## src/rtl/core/assert_macros.svh

```systemverilog
// Assertion macros used by the sorter controller.
`ifndef ASSERT_MACROS_SVH
`define ASSERT_MACROS_SVH

// Property checked on every rising clk edge, masked while arst_n is low.
`define ASSERT_CLK(label, prop, msg) \
	label: assert property (@(posedge clk) disable iff (!arst_n) (prop)) else $error(msg);

// Condition that must never be true on a rising clk edge.
`define ASSERT_NEVER(label, cond, msg) \
	label: assert property (@(posedge clk) disable iff (!arst_n) !(cond)) else $error(msg);

`endif

```

## src/rtl/core/oets_pkg.sv

```systemverilog
// Shared types for the odd-even transposition sorter.
package oets_pkg;

	localparam int unsigned DATA_W = 32;

	typedef enum logic [1:0] {
		ST_LOAD,
		ST_SORT,
		ST_EMIT
	} state_t;

	// Commands from the controller to the cell row.
	typedef struct packed {
		logic load;       // shift a new element into cell 0
		logic unload;     // shift all cells toward cell 0
		logic sort;       // run one compare-exchange phase
		logic phase_odd;  // 0: pairs (0,1),(2,3)..; 1: pairs (1,2),(3,4)..
	} dp_cmd_t;

endpackage

```

## src/rtl/core/oets_ctrl.sv

```systemverilog
// Sequencer for the sorter: load, sort rounds, emit.
`include "assert_macros.svh"

module oets_ctrl
	import oets_pkg::*;
#(
	parameter int DEPTH = 16,
	localparam int CW = $clog2(DEPTH + 1)
) (
	input  logic          clk,
	input  logic          arst_n,
	input  logic          in_valid,
	output logic          in_stall,
	input  logic          last_in,
	output logic          out_valid,
	input  logic          out_stall,
	output logic          last_out,
	output logic          overflow,
	output logic [CW-1:0] count,
	output dp_cmd_t       cmd
);

	state_t        state_q, state_d;
	logic [CW-1:0] count_q, count_d;
	logic [CW-1:0] round_q, round_d;
	logic          phase_q, phase_d;
	logic          ovf_q, ovf_d;
	logic          in_acc, out_acc;

	always_ff @(posedge clk or negedge arst_n) begin
		if (!arst_n) begin
			state_q <= ST_LOAD;
			count_q <= '0;
			round_q <= '0;
			phase_q <= 1'b0;
			ovf_q   <= 1'b0;
		end else begin
			state_q <= state_d;
			count_q <= count_d;
			round_q <= round_d;
			phase_q <= phase_d;
			ovf_q   <= ovf_d;
		end
	end

	always_comb begin
		state_d   = state_q;
		count_d   = count_q;
		round_d   = round_q;
		phase_d   = phase_q;
		ovf_d     = ovf_q;
		cmd       = '0;
		in_stall  = 1'b1;
		out_valid = 1'b0;
		in_acc    = 1'b0;
		out_acc   = 1'b0;
		unique case (state_q)
			ST_LOAD: begin
				in_stall = 1'b0;
				in_acc   = in_valid;
				if (in_acc) begin
					if (count_q < CW'(DEPTH)) begin
						cmd.load = 1'b1;
						count_d  = count_q + CW'(1);
					end else begin
						ovf_d = 1'b1;
					end
					if (last_in) begin
						state_d = ST_SORT;
						round_d = '0;
						phase_d = 1'b0;
					end
				end
			end
			ST_SORT: begin
				cmd.sort      = 1'b1;
				cmd.phase_odd = phase_q;
				phase_d       = ~phase_q;
				if (phase_q) begin
					round_d = round_q + CW'(1);
					if (round_q == count_q - CW'(1)) begin
						state_d = ST_EMIT;
					end
				end
			end
			ST_EMIT: begin
				out_valid = 1'b1;
				out_acc   = ~out_stall;
				if (out_acc) begin
					cmd.unload = 1'b1;
					count_d    = count_q - CW'(1);
					if (count_q == CW'(1)) begin
						state_d = ST_LOAD;
						ovf_d   = 1'b0;
					end
				end
			end
			default: begin
				state_d = ST_LOAD;
			end
		endcase
	end

	assign last_out = (count_q == CW'(1));
	assign overflow = ovf_q;
	assign count    = count_q;

	`ASSERT_NEVER(a_no_in_while_emit, out_valid && !in_stall, "input open during emit")
	`ASSERT_NEVER(a_count_range, count_q > CW'(DEPTH), "element count beyond depth")
	`ASSERT_CLK(a_last_in_sorts, in_acc && last_in |=> state_q == ST_SORT,
		"closing element did not start sort")
	`ASSERT_CLK(a_last_out_clears, out_acc && last_out |=> count_q == '0 && !ovf_q,
		"block state not cleared after final result")
	`ASSERT_NEVER(a_empty_emit, state_q == ST_EMIT && count_q == '0, "emit with no elements")

endmodule

```

## src/rtl/core/oets_dpath.sv

```systemverilog
// Row of element cells with parallel compare-exchange between neighbors.
module oets_dpath
	import oets_pkg::*;
#(
	parameter int DEPTH = 16,
	localparam int CW = $clog2(DEPTH + 1)
) (
	input  logic                     clk,
	input  dp_cmd_t                  cmd,
	input  logic        [CW-1:0]     count,
	input  logic signed [DATA_W-1:0] value,
	output logic signed [DATA_W-1:0] sorted_value
);

	logic signed [DATA_W-1:0] elem_q [DEPTH];
	logic signed [DATA_W-1:0] swap_d [DEPTH];

	// One phase: disjoint pairs, only those fully inside the block.
	always_comb begin
		for (int i = 0; i < DEPTH; i++) begin
			swap_d[i] = elem_q[i];
		end
		for (int j = 1; j < DEPTH; j++) begin
			if ((j[0] != cmd.phase_odd) && (CW'(j) < count)) begin
				if (elem_q[j-1] > elem_q[j]) begin
					swap_d[j-1] = elem_q[j];
					swap_d[j]   = elem_q[j-1];
				end
			end
		end
	end

	always_ff @(posedge clk) begin
		for (int i = 0; i < DEPTH; i++) begin
			if (cmd.load) begin
				elem_q[i] <= (i == 0) ? value : elem_q[(i == 0) ? 0 : i - 1];
			end else if (cmd.unload) begin
				elem_q[i] <= (i == DEPTH - 1) ? elem_q[i] : elem_q[(i == DEPTH - 1) ? i : i + 1];
			end else if (cmd.sort) begin
				elem_q[i] <= swap_d[i];
			end
		end
	end

	assign sorted_value = elem_q[0];

endmodule

```

## src/rtl/core/odd_even_transposition_sort_top.sv

```systemverilog
// Top level of the odd-even transposition sorter.
//
//  channel | handshake             | payload
//  --------+-----------------------+-------------------------------------
//  in      | in_valid / in_stall   | value, last_in
//  out     | out_valid / out_stall | sorted_value, last_out, overflow
//
// A block of n elements is loaded one transaction per cycle, then sorted
// in n rounds of an even and an odd phase, one phase per cycle through the
// single row of compare-exchange cells, then emitted as n results.
// Input stays stalled from the closing element until the final result
// of the block is taken; out_stall freezes the emit with payload held.
// Reset clears the controller only; no clearing pass is needed.
module odd_even_transposition_sort_top
	import oets_pkg::*;
#(
	parameter int DEPTH = 16
) (
	input  logic                     clk,
	input  logic                     arst_n,
	input  logic                     in_valid,
	output logic                     in_stall,
	input  logic signed [DATA_W-1:0] value,
	input  logic                     last_in,
	output logic                     out_valid,
	input  logic                     out_stall,
	output logic signed [DATA_W-1:0] sorted_value,
	output logic                     last_out,
	output logic                     overflow
);

	localparam int CW = $clog2(DEPTH + 1);

	dp_cmd_t       cmd;
	logic [CW-1:0] count;

	// Sequencer: element count, round/phase counter, overflow flag.
	oets_ctrl #(.DEPTH(DEPTH)) u_ctrl (
		.clk       (clk),
		.arst_n    (arst_n),
		.in_valid  (in_valid),
		.in_stall  (in_stall),
		.last_in   (last_in),
		.out_valid (out_valid),
		.out_stall (out_stall),
		.last_out  (last_out),
		.overflow  (overflow),
		.count     (count),
		.cmd       (cmd)
	);

	// Element cells: shift in on load, sort in place, shift out from cell 0.
	oets_dpath #(.DEPTH(DEPTH)) u_dpath (
		.clk          (clk),
		.cmd          (cmd),
		.count        (count),
		.value        (value),
		.sorted_value (sorted_value)
	);

endmodule

```

## config.mk

```make
export PLATFORM = sky130hd
export DESIGN_NAME = odd_even_transposition_sort_top
export DESIGN_NICKNAME = d
export VERILOG_FILES = /design/src/rtl/core/oets_pkg.sv /design/src/rtl/core/oets_ctrl.sv /design/src/rtl/core/oets_dpath.sv /design/src/rtl/core/odd_even_transposition_sort_top.sv
export VERILOG_INCLUDE_DIRS = /design/src /design/src/rtl/core
export SDC_FILE = /design/constraint.sdc
export NUM_CORES = 2
export LEC_CHECK = 0
export BUFFER_PORTS_ARGS = -buffer_cell sky130_fd_sc_hd__clkbuf_2
export CAP_MARGIN = 20
export CORE_MARGIN = 1
export CORE_UTILIZATION = 40
export CTS_CLUSTER_DIAMETER = 50
export CTS_CLUSTER_SIZE = 8
export DETAILED_ROUTE_END_ITERATION = 16
export PLACE_DENSITY = 0.6
export SYNTH_ARGS = -nofsm -noshare
export SYNTH_HDL_FRONTEND = slang
export SYNTH_SLANG_ARGS = --single-unit
```

## constraint.sdc

```tcl
create_clock -name clk -period 19.45 [get_ports clk]
set_input_delay 1.945 -clock clk [delete_from_list [all_inputs] [get_ports clk]]
set_output_delay 1.945 -clock clk [all_outputs]
set_load 0.05 [all_outputs]
```

Yosys cells after proc, flatten, opt, wreduce, memory -nomap -nowiden
Memories as Yosys holds them, arrays and structs flattened.
Index checks and enable logic that the tools add are counted.
- flip-flop bits (word level): 14
- bits in latches: 0
- memory bits (writable): 512
- bits in read-only memories: 0
- input bits: 37
- output and inout port bits: 36
- word-level logic and storage cells: 211
- memories kept: 1
- memory list (name ; depth ; width ; rd ports ; clocked after memory_dff ; write ports ; RTL line ; RTL):
    u_dpath.elem_q ; 16 ; 32 ; 16 ; 0 ; 16 ; oets_dpath.sv:15 ; logic signed [DATA_W-1:0] elem_q [DEPTH];
- add/sub/neg operators: 3
- $mul: 0
- div/mod/pow operators: 0
- order comparisons: 31
- equal/unequal tests: 12
- shifts and indexed selects: 0
- muxes and demuxes: 102
- bitwise logic cells: 34
- reduce and logical (&&, ||, !) cells: 23
- operators by type and width (cell ; number):
    64-bit 2-to-1 mux ; 30
    32-bit 2-to-1 mux ; 32
    32-bit > comparator ; 15
    4-bit by 5-bit less-than comparator with 1-bit output, first input constant ; 8
    1-bit bitwise OR ; 32
    5-bit 2-to-1 mux ; 6
    1-bit 2-to-1 mux ; 22
    3-bit by 5-bit less-than comparator with 1-bit output, first input constant ; 4
    5-bit case mux with 2 select lines ; 2
    1-bit logical AND ; 15
    2-bit 2-to-1 mux ; 7
    5-bit by 1-bit adder with 5-bit output, second input constant ; 2
    2-bit by 5-bit less-than comparator with 1-bit output, first input constant ; 2
    2-bit inequality test, second input constant ; 5
    4-bit AND reduction ; 2
    2-bit by 1-bit inequality test with 1-bit output, second input constant ; 3
    2-bit case mux with 3 select lines ; 1
    6-bit AND reduction ; 1
    5-bit by 1-bit == test with 1-bit output, second input constant ; 1
    5-bit == test ; 1
    1-bit by 5-bit less-than comparator with 1-bit output, first input constant ; 1
    5-bit less-than comparator, second input constant ; 1
    5-bit AND reduction ; 1
    5-bit by 1-bit subtractor with 5-bit output, second input constant ; 1
    7 further kinds ; 10

Depth between registers and ports, before layout
- depth in word-level cells: 34
- depth in mapped cells: 13
- depth with buffers taken out: 10

Hierarchy
A second synthesis with hierarchy kept.
- cell total of the unflattened synthesis: 3664
- area, all modules: 37803.8 um2
- by module, submodules not included (module ; times used ; cells each ; area an instance (um2)):
    oets_dpath ; 1 ; 3569 ; 36920.4
    oets_ctrl ; 1 ; 95 ; 883.3

Least setup slack after synthesis
OpenSTA, ideal clock, no wires.
- kind: input port to flip-flop
- from: input out_stall
- to: memory u_dpath.elem_q[0][0], enable pin
- data arrival time: 12.698 ns
- data required time: 19.059 ns
- path slack: 6.361 ns
- stages on the path: 5
- path through: nor2_1 > clkbuf_1 > nor2_1 > nand2_1 > o21a_1
- RTL lines (element ; RTL line ; RTL):
    start, declared ; odd_even_transposition_sort_top.sv:26 ; input logic out_stall,
    end, declared ; oets_dpath.sv:15 ;

==> impl_summary.log <==
INFO  metric status = finished clean
INFO  metric setup_violations = 0
INFO  metric bufs_and_invs_on_worst_path = 4
INFO  metric postCtsSetupBuffers = 0
INFO  metric grt_use_met3 = 3.19%
INFO  metric worst-r2r-setup-slack = roughly 15 ns
INFO  metric clk_pin_slew_worst_paths = ~0.05 ns
INFO  metric worst_path_dominant_cell_family = buffers and inverters
INFO  metric drive_above_1_share = under 10%
INFO  metric clock_sink_count = approximately 530
INFO  metric skew = between 0.02 and 0.025 ns
INFO  metric die_height = roughly 310 µm
INFO  metric syn_warnings = 0
INFO  metric clock_latency = 0.66 ns
INFO  metric busiest_layer = met2
INFO  metric boundaryPins = 73
INFO  metric tcrit_tclk_final = approximately 29%
INFO  metric detailed_place_hpwl = between 70 and 80 mm
INFO  metric via_count_of_the_first_global_routing_pass = about 29000
INFO  metric design.die.area = 97600 µm²
INFO  metric clock-root-buffer = clkbuf_16
INFO  metric synth_area_leader_cell = edfxtp_1
INFO  metric fin_setup_tns = 0 ns
INFO  metric core = about 95000 µm²
INFO  metric post_synth_inst_count = between 3000 and 4000
INFO  metric route.vias.total = between 20000 and 30000
INFO  metric start_kind = input port
INFO  metric rows = about 110
INFO  metric fin_crit = around 5.6 ns
INFO  metric crit_path_top_delay_cell = buf_4
INFO  metric critical_path.endpoint_type = register
INFO  metric chipWidth = between 300 and 400 µm
INFO  metric slew_violations = 0
INFO  metric path_class = in2reg
INFO  metric mapped_cell_area = 38600 µm²
INFO  metric groute.layer.met2.usage = between 30 and 40%
INFO  metric ys_seq_area_share = about two fifths
INFO  metric rsz0062_at_grt = false
INFO  metric cts_resized = 0
INFO  metric critPathArrivalTime = ~5.9 ns
INFO  metric grt_use_total = approximately 19%
INFO  metric post-route-worst-setup-slack = about 14 ns
INFO  metric ys_dominant_reg_cell = edfxtp_1
INFO  metric vias_per_cell = ~5.8
INFO  metric fraction_of_met1_tracks_used_by_global_routing = between 20% and 30%
INFO  metric cts_max_path_buffers = 3
INFO  metric antenna_found_initial = 1
INFO  metric async_flop_share = roughly 2.7%
INFO  metric synth_seq_cells = 526
INFO  metric route.detailed.wl_per_inst = about 19 µm
INFO  metric drt-initial-drc-count = 1837
INFO  metric cts-buffers-inserted = 85
INFO  metric wire_length_of_the_first_global_routing_pass = between 150 and 200 mm
INFO  metric max_slew.worst_pin.slew = around 1.2 ns
INFO  metric worst_ep_required_time = just under 20 ns
INFO  metric number_of_enable_type_register_cells_in_the_synthesized_netlist = 512
INFO  metric ctsHoldBuffers = 0
INFO  metric final_hold_viol_count = 0
INFO  metric synth.lib_cells_used.distinct = 72
INFO  metric finalNetCount = roughly 4300
INFO  metric area_growth_syn_to_layout = 10.5%
INFO  metric antenna_diodes = 0
INFO  metric grt_max_degree = about 170
INFO  metric dp_slack = about 13 ns
INFO  metric clock_tree.htree_level_count = 3
INFO  metric gp_routability_congestion = 0.849
INFO  metric firstDrtPassIters = 5
INFO  metric port_buffers = 72
INFO  metric post_synth_main_area_contributors = edfxtp_1 40%, ha_1 16%, a221o_1 9.3%, inv_1 4.8%, a21oi_1 3.8%
INFO  metric critical_path.most_common_cell = buf_4
INFO  metric max_cap_violations = 0
INFO  metric timing.max_slew.rel_slack = between 20% and 30%
INFO  metric wl = 95.6 mm
INFO  metric start_util = a little over 40%
INFO  metric worstPathMaxFanout = around 170
INFO  metric hold_path.class = reg2reg
INFO  metric max_stage_delay = roughly 0.8 ns
INFO  metric grt.overflow.total = 0
INFO  metric crit_path_cell_trace = clkbuf_2, nor2_4, nor2_1, nand2_4, buf_12, buf_4, buf_4
INFO  metric yosysTopAreaCellShare = roughly two fifths
INFO  metric antenna_violating_nets_post_route = 0
INFO  metric drt_drc_violations_left = 0
INFO  metric tritoncts = yes
INFO  metric syn_nets = about 4300
INFO  metric fmaxAchievable = approximately 0.18 GHz
INFO  metric post_synth.cell_area_avg = 10.2 µm²
[layout make-up]
class | instances | area, µm²
Fill cell | 8956 | 52700
Multi-Input combinational cell | 2537 | 20000
Sequential cell | 526 | 15700
Clock buffer | 106 | 2240
Inverter | 496 | 1860
Tap cell | 1265 | 1580
Timing Repair Buffer | 126 | 851
Clock inverter | 25 | 397
[sequential cells by signal, indices dropped and copies added, names as in the netlist]
register / cells
u_dpath.elem_q: 512
u_ctrl.count: 5
u_ctrl.round_q: 5
u_ctrl.state_q: 2
u_ctrl.overflow: 1
u_ctrl.phase_q: 1
[path summary, 6_finish.rpt]
path | from | to | cells past startpoint
hold reg to reg | u_ctrl.phase_q | u_ctrl.phase_q | 1
setup reg to reg | u_ctrl.state_q[0] | u_dpath.elem_q[0][182] | 8
setup / recovery | out_stall | u_dpath.elem_q[0][182] | 7
max in group asynchronous | arst_n | u_ctrl.count[0] | 1
min in group asynchronous | arst_n | u_ctrl.count[3] | 1
hold / removal | u_ctrl.phase_q | u_ctrl.phase_q | 1
[through the flow]
stage | instances | hold slack (ns) | utilization (%) | instance area [µm²]
global placement | 4942 | 0.515 | 41.8 | 39800
floorplan | 3786 | 0.475 | - | 38600
CTS | 5075 | 0.533 | 44.6 | 42500
global route | 5081 | 0.573 | 44.7 | 42600
detailed placement | 4944 | 0.530 | 41.8 | 39900
finish | 5081 | 0.526 | 44.7 | 42600
[worst reg2reg max path: stages (launching register included)]
cell	delay, ns
dfrtp_1	0.41
inv_1	0.09
nand2_1	0.16
nor2_4	0.37
nor2_1	0.25
nand2_4	0.55
buf_12	0.61
buf_4	1.08
buf_4	0.89
[synth_stat cells, types with 22 or more instances]
| library cell | number |
|---|---|
| a221o_1 | 357 |
| o221ai_1 | 97 |
| nand3_1 | 60 |
| a22o_1 | 33 |
| o21ai_0 | 96 |
| nand4_1 | 95 |
| nor2_1 | 184 |
| buf_2 | 52 |
| mux2i_1 | 130 |
| inv_1 | 496 |
| and2_1 | 70 |
| o211ai_1 | 28 |
| clkbuf_1 | 120 |
| a21o_1 | 38 |
| ha_1 | 484 |
| a21oi_1 | 295 |
| edfxtp_1 | 512 |
| a211oi_1 | 22 |
| nand2_1 | 222 |
| nor3_1 | 85 |
| nor2b_1 | 22 |
| a22oi_1 | 34 |
| buf_4 | 39 |
[cell usage in the layout, fill, tap and decap left out, types with 45 or more instances in the layout]
| cell | n |
|---|---|
| nand2_1 | 220 |
| and2_1 | 70 |
| ha_1 | 484 |
| a21oi_1 | 294 |
| nor3_1 | 84 |
| nor2_1 | 179 |
| inv_1 | 496 |
| clkbuf_2 | 72 |
| o221ai_1 | 97 |
| buf_4 | 45 |
| nand4_1 | 95 |
| mux2i_1 | 130 |
| clkbuf_16 | 86 |
| o21ai_0 | 96 |
| edfxtp_1 | 512 |
| a221o_1 | 357 |
| nand3_1 | 60 |
[metal layers]
layer  part of all wire, %  vias to the layer above  wire [µm]
li1                      -                    14533          -
met1                    46                    14023      43800
met2                    47                      596      44800
met3                   4.3                      158       4140
met4                   3.0                        2       2860
met5                 0.012                        -         11
[logic make-up (layout without fill, tap and decap cells)]
kind of cell	Yosys count	count (layout)	synth area share, %
AOI/OAI and AO/OA	1085	1085	21.4
and+or+nand+nor	825	825	10.6
DFF	526	526	40.8
buffers and inverters	723	753	7.78
muxes	132	132	3.47
xor gates and xnor gates	11	11	0.250
adders and majority gates	484	484	15.7
Power is left out: the tool's default activity adds up to more than one toggle a clock period on the data nets, which glitch-free logic cannot reach.
